`src/rtl/core/saf_pkg.sv`:
```
package saf_pkg;

  localparam int FIFO_DEPTH  = 1024;
  localparam int MAX_READ    = 64;
  localparam int SAMPLE_BITS = 24;
  localparam int STAT_W      = 32;
  localparam int PTR_W       = $clog2(FIFO_DEPTH);
  localparam int LEVEL_W     = PTR_W + 1;
  localparam int COUNT_W     = 7;
  localparam int CLIP_W      = 2;
  localparam int QUEUE_DEPTH = 4;
  localparam int QPTR_W      = $clog2(QUEUE_DEPTH);
  localparam int FULL_SCALE  = 2 ** (SAMPLE_BITS - 2);

  localparam logic signed [SAMPLE_BITS-1:0] POS_FULL = SAMPLE_BITS'(FULL_SCALE);
  localparam logic signed [SAMPLE_BITS-1:0] NEG_FULL = SAMPLE_BITS'(-FULL_SCALE);

  typedef enum logic [1:0] {
    REQ_STEREO = 2'd0,
    REQ_MONO   = 2'd1,
    REQ_READ   = 2'd2,
    REQ_CLEAR  = 2'd3
  } req_t;

  typedef enum logic {
    ST_IDLE,
    ST_READ
  } back_state_t;

  // classified request as it waits in the command queue
  typedef struct packed {
    req_t                          kind;
    logic signed [SAMPLE_BITS-1:0] left;
    logic signed [SAMPLE_BITS-1:0] right;
    logic [CLIP_W-1:0]             clip_inc;
    logic [COUNT_W-1:0]            count;
  } cmd_t;

  typedef struct packed {
    logic signed [SAMPLE_BITS-1:0] left;
    logic signed [SAMPLE_BITS-1:0] right;
    logic                          frame_valid;
    logic                          last;
    logic                          write_accepted;
    logic [LEVEL_W-1:0]            buffered;
    logic [STAT_W-1:0]             read_total;
    logic [STAT_W-1:0]             requested_total;
    logic [STAT_W-1:0]             underrun_total;
    logic [STAT_W-1:0]             clipped_total;
  } res_t;

endpackage

```
`src/rtl/core/saf_front.sv`:
```
module saf_front (
  input  logic                                   in_valid,
  output logic                                   in_ready,
  input  logic [1:0]                             req_type,
  input  logic signed [saf_pkg::SAMPLE_BITS-1:0] req_left,
  input  logic signed [saf_pkg::SAMPLE_BITS-1:0] req_right,
  input  logic [saf_pkg::COUNT_W-1:0]            read_count,
  input  logic                                   q_full,
  output logic                                   push,
  output saf_pkg::cmd_t                          cmd
);

  import saf_pkg::*;

  function automatic logic clips(input logic signed [SAMPLE_BITS-1:0] s);
    return (s > POS_FULL) || (s < NEG_FULL);
  endfunction

  logic signed [SAMPLE_BITS:0]   sum;
  logic signed [SAMPLE_BITS-1:0] mono;
  logic                          clip_l;
  logic                          clip_r;
  logic                          clip_m;

  // halving by dropping the low bit rounds toward minus infinity
  assign sum    = {req_left[SAMPLE_BITS-1], req_left}
                + {req_right[SAMPLE_BITS-1], req_right};
  assign mono   = sum[SAMPLE_BITS:1];
  assign clip_l = clips(req_left);
  assign clip_r = clips(req_right);
  assign clip_m = clips(mono);

  assign in_ready = !q_full;
  assign push     = in_valid && !q_full;

  always_comb begin
    cmd.kind     = req_t'(req_type);
    cmd.left     = req_left;
    cmd.right    = req_right;
    cmd.clip_inc = '0;
    cmd.count    = (read_count > COUNT_W'(MAX_READ)) ? COUNT_W'(MAX_READ) : read_count;
    unique case (req_t'(req_type))
      REQ_STEREO: begin
        cmd.clip_inc = CLIP_W'(clip_l) + CLIP_W'(clip_r);
      end
      REQ_MONO: begin
        cmd.left     = mono;
        cmd.right    = mono;
        cmd.clip_inc = clip_m ? CLIP_W'(2) : '0;
      end
      default: begin
        cmd.clip_inc = '0;
      end
    endcase
  end

endmodule

```
`config.mk`:
```
export PLATFORM = sky130hd
export DESIGN_NAME = saf_front
export DESIGN_NICKNAME = d
export VERILOG_FILES = /design/src/rtl/core/saf_pkg.sv /design/src/rtl/core/saf_front.sv
export SDC_FILE = /design/constraint.sdc
export NUM_CORES = 1
export LEC_CHECK = 0
export ABC_AREA = 0
export BUFFER_PORTS_ARGS = -buffer_cell sky130_fd_sc_hd__buf_4
export CAP_MARGIN = 20
export CORE_MARGIN = 4
export CORE_UTILIZATION = 36
export DETAILED_ROUTE_END_ITERATION = 8
export PLACE_DENSITY = 0.71
export SYNTH_ARGS = -nofsm -noshare
export SYNTH_HDL_FRONTEND = slang
export SYNTH_SLANG_ARGS = --single-unit
```
`constraint.sdc`:
```
create_clock -name vclk -period 6.2
set_input_delay 0.62 -clock vclk [all_inputs]
set_output_delay 0.62 -clock vclk [all_outputs]
set_load 0.02 [all_outputs]
```
==> results.json, run 1 <==
{
  "status": "completed",
  "place_ws_ps": 1997,
  "crit_path_start_kind": "input port",
  "setup_violations": 0,
  "rows": 28,
  "setup_tns_ps": 0,
  "seq_area_frac_synth": 0,
  "arrival_ps": 3630,
  "grt_usage": 0.2131,
  "power_per_cell_area_mw_per_mm2": 121.3,
  "port_buffers": 120,
  "syn_area_mm2": 0.002291,
  "crit_required_ps": 5580,
  "clkbuf_count": 0,
  "die_x_um": 87.78,
  "place_area_mm2": 0.003201,
  "yosysTopAreaCellShare": 0.1311,
  "antenna_found_initial": 0,
  "flops_and_latches": 0,
  "synth.distinct_cells": 67,
  "syn_inst": 347,
  "globalplace.congestion": 0.9269,
  "fp.coreArea_mm2": 0.006061,
  "synth_area_leaders": "ha_1 13%, a21o_1 10%, nand2_1 8.4%",
  "fin_util": 0.5293,
  "layout_setup_ws_ps": 1951,
  "finalNetCount": 537,
  "vias": 3043,
  "drc": 0,
  "drv_cap": 0,
  "grt_pass1_vias": 2827,
  "totalWireLength_mm": 8.640,
  "layout_common_cells": "121 x buf_4, 51 x nand2_1, 36 x nor2_1",
  "firstDrtPassIters": 4,
  "routed_via_density": 5.785,
  "grt_overflow": 0,
  "fillCellCount": 636,
  "mostFrequentLayoutCell": "buf_4",
  "routedWlPerCell_um": 16.43,
  "post-route-period-util": 0.6854,
  "layout-drive-gt1-share": 0.3326,
  "min_from": "req_type[1]",
  "start_util": 0.3780,
  "end_kind": "output port",
  "dieArea_mm2": 0.007704,
  "drt-initial-drc-count": 118,
  "crit_type": "in -> out",
  "syn-num-nets": 431,
  "seq_area_um2": 0,
  "leakage_nw": 1.665,
  "io_pins": 120,
  "finalHoldViolations": 0,
  "antenna_cells_inserted": 0,
  "fp.dieH_um": 87.78,
  "synth_warnings": 0,
  "dp_hpwl_mm": 7.255,
  "synth_top_area_cell": "ha_1",
  "rsz0062_at_grt": "no",
  "grt_max_degree": 58,
  "avgSynthCellArea_um2": 6.602,
  "hp-class": "in -> out",
  "tightest_slew_ps": 1039,
  "slew_viol_final": 0,
  "startpoint": "req_left[0]",
  "peakVddDrop_mv": 0.06497,
  "cts_resized": 0,
  "grt_pass1_wl_mm": 13.66,
  "final_area_mm2": 0.003208,
  "max_freq_ghz": 0.2353,
  "area_growth_pct": 40.03,
  "period_needed_ps": 4249,
  "cts_setup_buffers": 0,
  "critPathMaxFanout": 6,
  "cts_hold_buf": 0,
  "ant_nets": 0,
  "hold_slack_ps": 1482,
  "slew_headroom": 0.3072
}
## area by class of cell
cell class	count	area (um2)	area share
Multi-Input combinational cell	320	2168	0.6759
Tap cell	75	93.84	0.02925
Inverter	10	37.54	0.01170
Timing Repair Buffer	121	908.4	0.2832
## worst max-delay path: stages
cell and delay, ps:
buf_4 130, and2_1 160, fa_1 410, a21oi_1 290, o221ai_2 170, a221oi_4 310, o21ai_2 160, xnor2_1 230
o2111ai_1 130, or4_1 570, nor4b_2 230, nor2_1 70, buf_4 160
## through the flow
| stage | cells | power (mW) |
|---|---|---|
| floorplan | 347 | 0.2470 |
| global route | 526 | 0.4234 |
| CTS | 525 | 0.3872 |
| detailed placement | 525 | 0.3853 |
| finish | 526 | 0.3892 |
| global placement | 525 | 0.3814 |
## synth_stat cells, types with 4 or more instances
master and n:
xor2_1 5, a31oi_1 4, xnor2_1 11, and3_1 6, a21oi_1 24, nand3_1 10, buf_2 4, nand2_1 51
nor2_1 36, inv_1 10, clkbuf_1 9, and2_1 4, nor3_1 5, nor4_1 11, nor2b_1 9, ha_1 24
nand4_1 4, a21o_1 31, o21ai_0 9
## cell families (layout without fill, tap and decap cells)
logic type | Yosys count | after routing | share of synthesized area
and+or+nand+nor | 159 | 159 | 0.3468
AOI/OAI and AO/OA | 115 | 115 | 0.3747
buffers and inverters | 27 | 131 | 0.05461
adders and majority gates | 25 | 25 | 0.1398
xor gates and xnor gates | 16 | 16 | 0.06117
muxes | 5 | 5 | 0.02294
## routing by layer
metal  global-route usage  up-vias  routed length (um)
li1                     -     1511                   -
met2               0.3630      116                3996
met4              0.01674        0                  70
met1               0.3059     1408                3955
met5                    0        -                   0
met3              0.01317        8                 616
## report_power, final
part	leakage (nW)	total [mW]	internal [mW]	switching (mW)
clock	0	0	0	0
combinational	1.66	0.389	0.169	0.221
sequential	0	0	0	0
## path summary, 6_finish.rpt
| check | endpoint | slack, ps | cells after the start |
|---|---|---|---|
| hold / removal | cmd[58] | 1480 | 2 |
| setup / recovery | cmd[8] | 1950 | 13 |
Power figures use the tool's default switching activity.
==> run 2, diff against run 1 <==
clock period = 3.97 ns   (was 6.2 ns; I/O delays follow)
==> run 2 against run 1 <==
Net effect:
- via count up 0.62%
- power up 56%
- non-clock buffer count stayed put
- first-iteration DRC count rose by 53%
- worst setup slack got worse by 1800 ps
- utilization up 0.082 points
- critical path type unchanged
- critical endpoint unchanged
- largest cell class unchanged
==> results.json, run 2 (synthesis gave the netlist of run 1 again) <==
{
  "whs_endpoint": "cmd[58]",
  "dieArea_mm2": 0.007704,
  "leakage_nw": 1.665,
  "layout_common_cells": "121 x buf_4, 51 x nand2_1, 36 x nor2_1",
  "cts_resized": 0,
  "tightest_slew_ps": 1061,
  "clkbuf_count": 0,
  "drt-initial-drc-count": 181,
  "finalNetCount": 537,
  "pwr-share-seq": 0,
  "routedWlPerCell_um": 16.29,
  "die_x_um": 87.78,
  "arrival_ps": 3390,
  "end_kind": "output port",
  "power_per_cell_area_mw_per_mm2": 189.3,
  "routed_via_density": 5.821,
  "slew_headroom": 0.2924,
  "fin_util": 0.5301,
  "crit_buf_inv": 2,
  "drv_cap": 0,
  "crit_top_cell": "buf_4",
  "period_needed_ps": 3792,
  "grt_usage": 0.2096,
  "grt_max_degree": 58,
  "crit_type": "in -> out",
  "path_delay_family": "compound AO/OA/AOI/OAI gates",
  "rsz0062_at_grt": "no",
  "swShare": 0.5661,
  "vias": 3062,
  "crit_path_start_kind": "input port",
  "critPathMaxFanout": 4,
  "cts_hold_buf": 0,
  "layout-drive-gt1-share": 0.3348,
  "post-route-period-util": 0.9551,
  "dp_hpwl_mm": 7.128,
  "seq_area_um2": 0,
  "finish.cell_count_without_fillers": 526,
  "cp.depth": 13,
  "flops_and_latches": 0,
  "globalplace.congestion": 0.9266,
  "finalHoldViolations": 0,
  "rows": 28,
  "start_util": 0.3780,
  "crit_chain": "buf_4, and2_1, fa_1, a21oi_2, o221ai_2, a221oi_4, o2111ai_1, and3_1, a311oi_1, nand2_2, nor4b_2, nor2_1, buf_4",
  "grt_pass1_wl_mm": 13.52,
  "fin_total_pwr_mw": 0.6082,
  "placed_cells": 526,
  "place_ws_ps": 172.0,
  "setup_tns_ps": 0,
  "hp-class": "in -> out",
  "antenna_found_initial": 0,
  "totalWireLength_mm": 8.570,
  "hold_slack_ps": 1034,
  "io_pins": 120,
  "antenna_cells_inserted": 0,
  "drc": 0,
  "place_area_mm2": 0.003208,
  "p_clk_frac": 0,
  "slowest_stage": "a311oi_1",
  "max_freq_ghz": 0.2637,
  "final_area_mm2": 0.003213,
  "grt_overflow": 0,
  "layout_setup_ws_ps": 178.2,
  "crit_required_ps": 3570,
  "area_growth_pct": 40.25,
  "grt_pass1_vias": 2784,
  "p_sw_mw": 0.3443,
  "fp.coreArea_mm2": 0.006061,
  "p_int_mw": 0.2639,
  "setup_violations": 0,
  "mostFrequentLayoutCell": "buf_4",
  "slew_viol_final": 0,
  "ant_nets": 0,
  "port_buffers": 120,
  "fp.dieH_um": 87.78,
  "combPwrFrac": 1.000,
  "cpPeakStageDelay_ps": 460,
  "status": "completed",
  "firstDrtPassIters": 6,
  "peakVddDrop_mv": 0.09530,
  "cts_setup_buffers": 0,
  "hold_depth": 2,
  "min_from": "req_type[1]"
}
## run 2: cell counts in the layout (fill, tap and decap cells not counted)
No cell type changed its count.
## run 2: metal layers
metal	global-route usage	vias up	wire length, um
met5	0	-	0
met4	0.005579	0	32
met3	0.006585	4	666
met2	0.3603	140	3934
met1	0.3065	1408	3935
li1	-	1510	-
## run 2: worst max path at each step
stage,startpoint,end
after CTS,req_left[0],cmd[8]
after detailed placement,req_left[0],cmd[8]
after global routing,req_left[7],cmd[8]
after floorplan,req_left[0],cmd[8]
after global placement,req_left[0],cmd[8]
final,req_left[0],cmd[8]
## run 2: final cells by class
| cell class | count | area [um2] |
|---|---|---|
| fill | 629 | 2848 |
| inverter | 10 | 37.54 |
| multi-input combinational | 320 | 2173 |
| tap | 75 | 93.84 |
| timing repair buffer | 121 | 908.4 |
## run 2: power groups by stage
stage               clock [mW]  sequential [mW]  combinational, mW
finish                       0                0              0.608
global placement             0                0              0.596
floorplan                    0                0              0.386
global route                 0                0              0.660
detailed placement           0                0              0.600
CTS                          0                0              0.603
