### src/rtl/core/saf_pkg.sv
package saf_pkg;

  localparam int FIFO_DEPTH  = 1024;
  localparam int MAX_READ    = 64;
  localparam int SAMPLE_BITS = 24;
  localparam int STAT_W      = 32;
  localparam int PTR_W       = $clog2(FIFO_DEPTH);
  localparam int LEVEL_W     = PTR_W + 1;
  localparam int COUNT_W     = 7;
  localparam int CLIP_W      = 2;
  localparam int QUEUE_DEPTH = 4;
  localparam int QPTR_W      = $clog2(QUEUE_DEPTH);
  localparam int FULL_SCALE  = 2 ** (SAMPLE_BITS - 2);

  localparam logic signed [SAMPLE_BITS-1:0] POS_FULL = SAMPLE_BITS'(FULL_SCALE);
  localparam logic signed [SAMPLE_BITS-1:0] NEG_FULL = SAMPLE_BITS'(-FULL_SCALE);

  typedef enum logic [1:0] {
    REQ_STEREO = 2'd0,
    REQ_MONO   = 2'd1,
    REQ_READ   = 2'd2,
    REQ_CLEAR  = 2'd3
  } req_t;

  typedef enum logic {
    ST_IDLE,
    ST_READ
  } back_state_t;

  // classified request as it waits in the command queue
  typedef struct packed {
    req_t                          kind;
    logic signed [SAMPLE_BITS-1:0] left;
    logic signed [SAMPLE_BITS-1:0] right;
    logic [CLIP_W-1:0]             clip_inc;
    logic [COUNT_W-1:0]            count;
  } cmd_t;

  typedef struct packed {
    logic signed [SAMPLE_BITS-1:0] left;
    logic signed [SAMPLE_BITS-1:0] right;
    logic                          frame_valid;
    logic                          last;
    logic                          write_accepted;
    logic [LEVEL_W-1:0]            buffered;
    logic [STAT_W-1:0]             read_total;
    logic [STAT_W-1:0]             requested_total;
    logic [STAT_W-1:0]             underrun_total;
    logic [STAT_W-1:0]             clipped_total;
  } res_t;

endpackage

### src/rtl/core/saf_queue.sv
module saf_queue (
  input  logic          clk,
  input  logic          rst,
  input  logic          push,
  input  saf_pkg::cmd_t push_cmd,
  output logic          full,
  input  logic          pop,
  output logic          not_empty,
  output saf_pkg::cmd_t pop_cmd
);

  import saf_pkg::*;

  cmd_t              slots [QUEUE_DEPTH];
  logic [QPTR_W-1:0] wr_ptr;
  logic [QPTR_W-1:0] rd_ptr;
  logic [QPTR_W:0]   count;

  assign full      = (count == (QPTR_W + 1)'(QUEUE_DEPTH));
  assign not_empty = (count != '0);
  assign pop_cmd   = slots[rd_ptr];

  always_ff @(posedge clk) begin
    if (push) begin
      slots[wr_ptr] <= push_cmd;
    end
  end

  always_ff @(posedge clk) begin
    if (rst) begin
      wr_ptr <= '0;
      rd_ptr <= '0;
      count  <= '0;
    end else begin
      if (push) begin
        wr_ptr <= wr_ptr + 1'b1;
      end
      if (pop) begin
        rd_ptr <= rd_ptr + 1'b1;
      end
      if (push && !pop) begin
        count <= count + 1'b1;
      end else if (pop && !push) begin
        count <= count - 1'b1;
      end
    end
  end

endmodule

### config.mk
export PLATFORM = sky130hd
export DESIGN_NAME = saf_queue
export DESIGN_NICKNAME = d
export VERILOG_FILES = /design/src/rtl/core/saf_pkg.sv /design/src/rtl/core/saf_queue.sv
export SDC_FILE = /design/constraint.sdc
export NUM_CORES = 1
export LEC_CHECK = 0
export ABC_AREA = 1
export BUFFER_PORTS_ARGS = -buffer_cell sky130_fd_sc_hd__buf_2
export CORE_MARGIN = 1.5
export CORE_UTILIZATION = 45
export CTS_BUF_LIST = sky130_fd_sc_hd__clkbuf_16
export CTS_CLUSTER_SIZE = 40
export DETAILED_ROUTE_END_ITERATION = 8
export GPL_ROUTABILITY_DRIVEN = 1
export PLACE_DENSITY_LB_ADDON = 0.15
export SLEW_MARGIN = 20
export SYNTH_ARGS = -nofsm -noshare
export SYNTH_HDL_FRONTEND = slang
export SYNTH_SLANG_ARGS = --single-unit
### constraint.sdc
create_clock -name clk -period 2.2 [get_ports clk]
set_clock_uncertainty 0.2 [all_clocks]
set_input_delay 0.22 -clock clk [delete_from_list [all_inputs] [get_ports clk]]
set_output_delay 0.22 -clock clk [all_outputs]
set_load 0.02 [all_outputs]
==> results.yml, run 1 <==
clock_tree:
  htree_levels: 1
  cts_sinks: 245
  clock_path_buffers: 3
  clk_latency_ns: 0.51
  cts-buffers-inserted: 25
  clockRootBuffer: "clkbuf_16"
  clk_pin_slew_ns: 0.06
  cts_tree: "done"
power_and_ir_drop:
  powerDensity_nw_per_um2: 876.6
  vdd_ir_drop_max_uv: 754.8
  power_leakage_nw: 4.366
timing:
  fmax_ghz: 0.4560
  setup_viol: 0
  slew_violations: 0
  fin_crit_ns: 2.193
  setup_tns_ns: 0
  worst_pin_slew_ns: 0.5039
  slew_headroom_pct: 66.40
  hold_viol: 0
  min_period_over_period_pct: 99.69
  rsz0062_at_grt: "true"
global_routing:
  grt_usage_pct: 19.31
  grt_pass1_vias: 5920
  overflow: 0
  antenna_found_initial: 0
  grt_pass1_wl_mm: 32.15
  grt_max_degree: 41
final_layout:
  layout.cells.non_filler: 1126
  final.fill_count: 1490
  drive_gt1_share_pct: 26.99
  syn_to_final_growth_pct: 33.04
  fin_nets: 910
  num_antenna_cells: 0
yosys:
  synth_top_cells_by_area: "edfxtp_1 (77%), o21ai_0 (6.4%), nor2_1 (5.1%), o22ai_1 (4.0%), dfxtp_1 (2.0%)"
  synth_most_common_cell: "edfxtp_1"
  avgSynthCellArea_um2: 14.57
  synth_commonest_cells: "edfxtp_1 (236), nor2_1 (125), o21ai_0 (117)"
  async_flop_share_pct: 0
  ys_seq_elements: 245
  synth_seq_area_share_pct: 79.27
  synth_cells: 629
  synth_edf_count: 236
  synthFlopType: "edfxtp_1"
  synth_warnings: 0
  syn_area_um2: 9168
  synth.net_count: 698
  synth_top_cell_by_area: "edfxtp_1"
  synth_top_area_share_pct: 77.30
  yosysUniqueCellTypes: 22
setup_path:
  crit_arrival_ns: 1.77
  r2r_slack_ns: 0.40
  reg2reg_from: "wr_ptr[1]$_SDFFE_PP0P_"
  worst-path-max-fanout: 8
  required_ns: 1.78
  r2r_cells: 5
  criticalPathCategory: "flip-flop to output pin"
  start_kind: "flip-flop"
  crit_path_end_kind: "output pin"
  reg2reg_to: "slots[1][56]$_DFFE_PP_"
flow_run:
  maxCapViolCount: 0
die:
  dieArea_um2: 21240
  pin_count: 124
  start_util_pct: 45.60
  die_h_um: 145.7
  core_area_um2: 20100
  row_count: 52
  die_x_um: 145.7
placement:
  io_buffers: 123
  dp.cells: 1003
  gp_congestion: 0.7413
  dp_hpwl_mm: 11.18
detailed_routing:
  wirelength_mm: 22.05
  num_vias: 5999
  wire_per_inst_um: 19.58
  firstDrtPassIters: 4
  ant_nets: 0
  drtIter0Drc: 390
  drc: 0
  vias_per_cell: 5.328
worst_hold_path:
  worstHoldPathType: "primary input to flip-flop"
  hold_depth: 3
  holdPathEnd: "count[0]$_SDFFE_PP0P_"
  hp-start: "rst"
status:
  outcome: "complete, no violations"
==> cell type report <==
type,count,area (µm²),share of cell area [%]
multi-input cells,330,1744,14.30
inverters,17,112.6,0.9233
repair buffers,219,1941,15.91
well taps,270,337.8,2.770
repair inverters,3,36.28,0.2975
flip-flops and latches,245,7274,59.64
clock buffers,25,625.6,5.129
clock inverters,17,125.1,1.026
==> per-stage QoR <==
| stage | utilization, % | worst slack, ns | hold WS, ns | power (mW) | cell area (µm²) |
|---|---|---|---|---|---|
| 3_3_place_gp | 50.78 | 0.4149 | 0.1974 | 6.544 | 10210 |
| 5_1_grt | 60.67 | -0.05379 | 0.2321 | 11.09 | 12200 |
| 4_1_cts | 58.44 | -0.01614 | 0.2106 | 10.60 | 11750 |
| 3_5_place_dp | 50.78 | 0.3824 | 0.2035 | 6.580 | 10210 |
| 6_report | 60.67 | 0.006852 | 0.2233 | 10.69 | 12200 |
| 2_1_floorplan | - | 0.07006 | 0.09238 | 6.125 | 9183 |
==> cell families after synthesis <==
logic type / Yosys count / synth area share [%]
adder cells (fa/ha/maj): 6 / 0.9008
AND/OR/NAND/NOR: 138 / 5.705
flip-flops: 245 / 79.27
AO/OA/AOI/OAI: 185 / 10.90
XOR/XNOR: 1 / 0.09555
buffers and inverters: 54 / 3.125
==> power breakdown <==
part	internal (mW)	switching [mW]	leakage, nW
sequential	5.33	0.0623	2.24
combinational	0.575	0.856	1.74
clock	2.28	1.59	0.383
total	8.18	2.51	4.37
==> sequential cells by signal (all words and copies together), names as in the netlist, named ones only <==
name	count
count	3
slots	236
rd_ptr	2
wr_ptr	2
==> layer usage <==
| layer | vias to the layer above | wire [µm] | global-route usage (%) |
|---|---|---|---|
| li1 | 2790 | - | - |
| met1 | 2987 | 9512 | 26.32 |
| met2 | 198 | 10880 | 32.36 |
| met3 | 24 | 1349 | 3.260 |
| met4 | 0 | 306 | 5.204 |
| met5 | - | 0 | 0 |
==> what timing repair did <==
action / in CTS / in global routing
hold endpoints to repair: 245 / 0
endpoints found under the setup margin: 59 / 57
gates cloned: 3 / 10
setup buffers: 2 / 5
pin swaps: 2 / 18
hold buffers: 62 / 0
resized for setup: 17 / 130
==> critical path, stage by stage, from the launching register on <==
cell and delay [ns]:
dfxtp_4 0.43, buf_12 0.15, buf_8 0.12, buf_12 0.14, o21ai_2 0.06, o22ai_1 0.19, buf_4 0.17
==> placed cells by master, fill, tap and decap left out <==
cell           instances
edfxtp_1             236
nor2_1               118
buf_2                 85
o21ai_0               67
dlygate4sd3_1         62
o22ai_1               50
buf_4                 42
o21ai_1               41
clkbuf_16             29
inv_1                 15
o21ai_2               15
buf_12                14
nand2_1               10
o22ai_2                9
nor2_2                 7
dfxtp_1                7
clkinv_1               6
clkinvlp_4             5
ha_1                   5
buf_6                  5
clkinv_2               4
buf_8                  4
a21oi_1                3
buf_16                 3
inv_8                  2
dfxtp_4                2
bufinv_16              2
clkinv_16              1
nor3_1                 1
xor2_1                 1
nand3_1                1
nand4_1                1
fa_1                   1
clkinv_8               1
inv_6                  1
==> how the worst max path moves through the flow <==
stage / startpoint / end / slack [ns]
after floorplan: wr_ptr[0]$_SDFFE_PP0P_ / slots[0][0]$_DFFE_PP_ / 0.07
after global placement: flip-flop / pop_cmd[49] / 0.41
after detailed placement: wr_ptr[1]$_SDFFE_PP0P_ / slots[1][56]$_DFFE_PP_ / 0.38
after CTS: flip-flop / pop_cmd[41] / -0.02
after global routing: flip-flop / pop_cmd[3] / -0.05
final: flip-flop / pop_cmd[17] / 0.007
Note: power is estimated with default switching activity, not from simulation.
==> run 2, diff against run 1 <==
--- a/config.mk
+++ b/config.mk
@@ -7,12 +7,15 @@
 export LEC_CHECK = 0
 export ABC_AREA = 1
 export BUFFER_PORTS_ARGS = -buffer_cell sky130_fd_sc_hd__buf_2
+export CELL_PAD_IN_SITES_DETAIL_PLACEMENT = 1
+export CELL_PAD_IN_SITES_GLOBAL_PLACEMENT = 2
 export CORE_MARGIN = 1.5
-export CORE_UTILIZATION = 45
+export CORE_UTILIZATION = 36
 export CTS_BUF_LIST = sky130_fd_sc_hd__clkbuf_16
 export CTS_CLUSTER_SIZE = 40
 export DETAILED_ROUTE_END_ITERATION = 8
 export GPL_ROUTABILITY_DRIVEN = 1
+export MAX_ROUTING_LAYER = met4
 export PLACE_DENSITY_LB_ADDON = 0.15
 export SLEW_MARGIN = 20
 export SYNTH_ARGS = -nofsm -noshare
==> run 2 against run 1 <==
The run now ends with negative setup slack left. Clock power up 25%. Setup slack got worse by 0.0079 ns. Non-clock buffer count increased by 12. First-iteration DRC count down 6.7%. Worst hold slack worse by 0.017 ns. Combinational power increased by 13%. Sequential share of layout area is 3.5 points lower. Highest routed layer unchanged.
==> results.yml, run 2 (synthesis results as in run 1) <==
global_routing:
  grt_pass1_wl_mm: 37.98
  antenna_found_initial: 0
  grt_max_degree: 34
  overflow: 0
  grt_pass1_vias: 6584
  grt_usage_pct: 19.41
flow_run:
  maxCapViolCount: 0
detailed_routing:
  wirelength_mm: 25.58
  wire_per_inst_um: 21.23
  drc: 0
  vias_per_cell: 5.027
  drtIter0Drc: 364
  ant_nets: 0
  firstDrtPassIters: 4
  num_vias: 6057
timing:
  slew_headroom_pct: 69.10
  fin_crit_ns: 2.201
  hold_viol: 0
  slew_violations: 0
  hold_ws_ns: 0.2062
  finalWorstSetupSlack_ns: -0.001069
  setup_viol: 1
  fmax_ghz: 0.4543
  rsz0062_at_grt: "true"
  worst_pin_slew_ns: 0.4626
  min_period_over_period_pct: 100.0
die:
  dieArea_um2: 26430
  die_x_um: 162.6
  start_util_pct: 36.51
  row_count: 58
  core_area_um2: 25110
  die_h_um: 162.6
  pin_count: 124
final_layout:
  drive_gt1_share_pct: 32.69
  reg.largest.list: "slots: 236 flops, count: 3 flops"
  final_cell_mix: "edfxtp_1 (236), nor2_1 (110), buf_2 (68), dlygate4sd3_1 (62), buf_4 (60)"
  top_register: "slots"
  layout.cells.non_filler: 1205
  final_common_cell: "edfxtp_1"
  largest_reg_flops: 236
  fin_nets: 924
  num_antenna_cells: 0
  final.fill_count: 2501
  syn_to_final_growth_pct: 41.39
clock_tree:
  clock_path_buffers: 3
  clockRootBuffer: "clkbuf_16"
  htree_levels: 1
  cts_tree: "done"
  cts_sinks: 245
  clk_latency_ns: 0.53
  clk_pin_slew_ns: 0.06
  cts-buffers-inserted: 27
power_and_ir_drop:
  powerDensity_nw_per_um2: 915.3
  seqPwrFrac_pct: 45.5
  clockPowerShare_pct: 40.9
  p_int_mw: 9.066
  vdd_ir_drop_max_uv: 609.2
  p_switching_mw: 2.798
  p_comb_share_pct: 13.7
  switching_share_pct: 23.58
  power_leakage_nw: 4.662
setup_path:
  worst-path-max-fanout: 12
  crit_arrival_ns: 1.78
  start_kind: "flip-flop"
  crit_path_end_kind: "output pin"
  criticalPathCategory: "flip-flop to output pin"
  required_ns: 1.78
placement:
  dp_hpwl_mm: 13.71
  dp.cells: 1068
  gp_congestion: 0.7386
  io_buffers: 123
status:
  violations: "negative setup slack"
  outcome: "finished with violations"
worst_hold_path:
  worstHoldPathType: "primary input to flip-flop"
==> run 2: per-stage QoR <==
stage	instance area [µm²]	util [%]	TNS [ns]	setup slack (ns)	total power, mW
4_1_cts	12470	49.67	-0.04905	-0.02327	11.82
2_1_floorplan	9183	-	0	0.07006	6.125
3_5_place_dp	10370	41.30	0	0.2360	6.644
3_3_place_gp	10370	41.30	0	0.3119	6.600
5_1_grt	12960	51.62	-0.8575	-0.05933	12.28
6_report	12960	51.62	-0.001069	-0.001069	11.86
==> run 2: final timing paths <==
path	start	endpoint	slack (ns)	depth (start not counted)
setup / recovery	flip-flop	pop_cmd[51]	-0.001	6
hold / removal	rst	count[0]$_SDFFE_PP0P_	0.21	3
setup reg to reg	wr_ptr[0]$_SDFFE_PP0P_	slots[2][46]$_DFFE_PP_	0.23	5
hold reg to reg	rd_ptr[1]$_SDFFE_PP0P_	flip-flop	0.23	1
==> run 2: critical path, cell delays in order (launching register included) <==
cell and delay [ns]:
dfxtp_4 0.39, buf_12 0.16, clkinv_16 0.09, buf_16 0.16
o21ai_0 0.18, o22ai_1 0.09, buf_4 0.16
==> run 2: power groups by stage <==
stage / clock, mW / sequential [mW] / combinational, mW
final: 4.85 / 5.40 / 1.62
after global routing: 5.13 / 5.41 / 1.74
after CTS: 4.96 / 5.39 / 1.47
after detailed placement: 0 / 5.49 / 1.15
after global placement: 0 / 5.48 / 1.12
after floorplan: 0 / 5.47 / 0.654
==> run 2: metal layers <==
| layer | vias up | global-route usage, % | share of wire [%] |
|---|---|---|---|
| met5 | - | - | 0 |
| met4 | 0 | 3.711 | 1.4 |
| met3 | 30 | 3.183 | 4.2 |
| met2 | 135 | 33.61 | 51 |
| met1 | 3075 | 24.18 | 43 |
| li1 | 2817 | - | - |
==> run 2: area by class of cell <==
type	instances	area, µm²	area share (%)
tap	330	412.9	3.185
timing repair inverter	3	47.55	0.3668
multi-input combinational	330	1899	14.65
sequential	245	7274	56.12
clock buffer	27	675.6	5.212
inverter	17	110.1	0.8494
timing repair buffer	231	2257	17.41
clock inverter	22	285.3	2.201
==> run 2: what timing repair did <==
item,4_1_cts,5_1_grt
pin swaps,10,14
setup buffers,10,4
gates resized for setup,81,139
cloned,7,5
endpoints found under the setup margin,59,50
hold endpoints to repair,245,0
hold buffers,62,0
==> run 3, diff against run 2 <==
--- a/config.mk
+++ b/config.mk
@@ -16,7 +16,7 @@
 export DETAILED_ROUTE_END_ITERATION = 8
 export GPL_ROUTABILITY_DRIVEN = 1
 export MAX_ROUTING_LAYER = met4
-export PLACE_DENSITY_LB_ADDON = 0.15
+export PLACE_DENSITY = 0.87
 export SLEW_MARGIN = 20
 export SYNTH_ARGS = -nofsm -noshare
 export SYNTH_HDL_FRONTEND = slang
==> run 3 against run 2 <==
Routed wire length is 2.8% higher. The run still ends with negative setup slack left. Setup slack worse by 0.067 ns. Critical path type unchanged. Clock-buffer cell count stayed put. Worst hold slack better by 0.0015 ns. Non-clock buffer count is 6 higher. Sequential power hardly changed. Design area is 0.53% higher. First-iteration DRC count is 28% higher. Critical path depth is 1 lower. Register-to-register slack better by 0.16 ns. Clock power is 6.6% lower. Sequential share of layout area is 0.32 points lower.
==> results.yml, run 3 (synthesis results as in run 1) <==
global_routing:
  grt_pass1_wl_mm: 35.99
  antenna_found_initial: 0
  grt_max_degree: 49
  grt_usage_pct: 18.26
  grt_pass1_vias: 6514
  overflow: 0
die:
  die_h_um: 162.6
  row_count: 58
  start_util_pct: 36.51
  die_x_um: 162.6
  dieArea_um2: 26430
  core_area_um2: 25110
  pin_count: 124
timing:
  setup_viol: 28
  rsz0062_at_grt: "true"
  hold_viol: 0
  worst_pin_slew_ns: 0.4712
  finalWorstSetupSlack_ns: -0.06832
  hold_ws_ns: 0.2077
  min_period_over_period_pct: 103.1
  fin_crit_ns: 2.268
  slew_headroom_pct: 68.52
  fmax_ghz: 0.4409
  slew_violations: 0
final_layout:
  final_cell_mix: "edfxtp_1 (236), nor2_1 (115), buf_2 (65), dlygate4sd3_1 (62), o21ai_1 (53)"
  final.fill_count: 2452
  num_antenna_cells: 0
  final_util_pct: 51.90
  largest_reg_flops: 236
  reg.largest.list: "slots: 236 flops, count: 3 flops"
  final_common_cell: "edfxtp_1"
  syn_to_final_growth_pct: 42.14
  top_register: "slots"
  drive_gt1_share_pct: 33.71
  fin_nets: 927
setup_path:
  crit_chain: "buf_12 -> clkbuf_16 -> o21ai_2 -> o22ai_2 -> buf_6"
  crit_arrival_ns: 1.85
  critPathTopFamily: "buffers and inverters"
  criticalPathCategory: "flip-flop to output pin"
  max_stage_delay_ns: 0.49
  cp_num_buf_inv: 3
  crit_path_end_kind: "output pin"
  required_ns: 1.78
  cpMaxStageDelayCell: "dfxtp_4"
  worst-path-max-fanout: 7
  start_kind: "flip-flop"
power_and_ir_drop:
  clockPowerShare_pct: 39.0
  p_total_mw: 11.63
  power_leakage_nw: 4.656
  switching_share_pct: 23.89
  vdd_ir_drop_max_uv: 546.0
  powerDensity_nw_per_um2: 892.1
  p_comb_share_pct: 14.5
  p_int_mw: 8.848
  seqPwrFrac_pct: 46.5
  p_switching_mw: 2.778
detailed_routing:
  ant_nets: 0
  firstDrtPassIters: 4
  wire_per_inst_um: 21.77
  num_vias: 6199
  drtIter0Drc: 467
  drc: 0
  wirelength_mm: 26.30
  vias_per_cell: 5.132
placement:
  dp_hpwl_mm: 12.86
  gp_congestion: 0.6985
  io_buffers: 123
  pre_cts_ws_ns: 0.3462
flow_run:
  maxCapViolCount: 0
clock_tree:
  clock_path_buffers: 3
  clk_latency_ns: 0.52
  clockRootBuffer: "clkbuf_16"
  cts-buffers-inserted: 26
  clk_pin_slew_ns: 0.06
  htree_levels: 1
  cts_sinks: 245
  cts_tree: "done"
status:
  outcome: "finished with violations"
  violations: "negative setup slack"
worst_hold_path:
  worstHoldPathType: "primary input to flip-flop"
## run 3: layout make-up
class                      instances  area [µm²]  area share [%]
timing repair inverter             1       11.26         0.08641
clock inverter                    21       217.7           1.671
inverter                          17       105.1          0.8065
tap                              330       412.9           3.169
timing repair buffer             237        2350           18.03
multi-input combinational        330        1987           15.25
clock buffer                      27       675.6           5.185
sequential                       245        7272           55.80
## run 3: power groups by stage
stage | combinational, mW | sequential, mW | clock (mW)
floorplan | 0.654 | 5.47 | 0
global placement | 1.10 | 5.48 | 0
detailed placement | 1.13 | 5.49 | 0
CTS | 1.30 | 5.39 | 4.59
global route | 1.80 | 5.42 | 4.77
finish | 1.69 | 5.41 | 4.53
## run 3: worst paths after layout
check                                             from                     end  slack [ns]  depth (start not counted)
worst max-delay path                         flip-flop             pop_cmd[57]       -0.07                          5
worst max register to register  wr_ptr[0]$_SDFFE_PP0P_  slots[3][25]$_DFFE_PP_        0.39                          4
worst min-delay path                               rst   count[0]$_SDFFE_PP0P_        0.21                          3
worst min register to register  rd_ptr[1]$_SDFFE_PP0P_               flip-flop        0.24                          1
## run 3: metrics by stage
step	setup TNS, ns	area (µm²)	cells
2_1_floorplan	0	9183	629
3_3_place_gp	0	10290	1066
3_5_place_dp	0	10290	1066
4_1_cts	-0.9878	12010	1185
5_1_grt	-3.865	13030	1208
6_report	-0.7679	13030	1208
## run 3: metal layers
layer  vias to the layer above  part of all wire [%]  GRT usage, %  wire (µm)
met5                         -                     0             -          0
met4                         0                   1.5         4.587        403
met3                        33                   4.6         2.801       1217
met2                       171                    51         31.76      13500
met1                      3160                    43         22.32      11180
li1                       2835                     -             -          -
## run 3: repair_timing
| action | 4_1_cts | 5_1_grt |
|---|---|---|
| buffers inserted | 7 | 10 |
| endpoints found under the setup margin | 54 | 57 |
| hold endpoints to repair | 245 | 0 |
| resized for setup | 28 | 260 |
| cloned | 2 | 15 |
| pin swaps | 2 | 45 |
| hold buffers | 62 | 0 |
## run 3: worst reg2reg max path: cells and delay by family (launching register included)
family	cells	cell delay, ns
simple gates	1	0.10
flops	1	0.32
fa+ha+maj	1	0.19
buf+inv	2	0.74
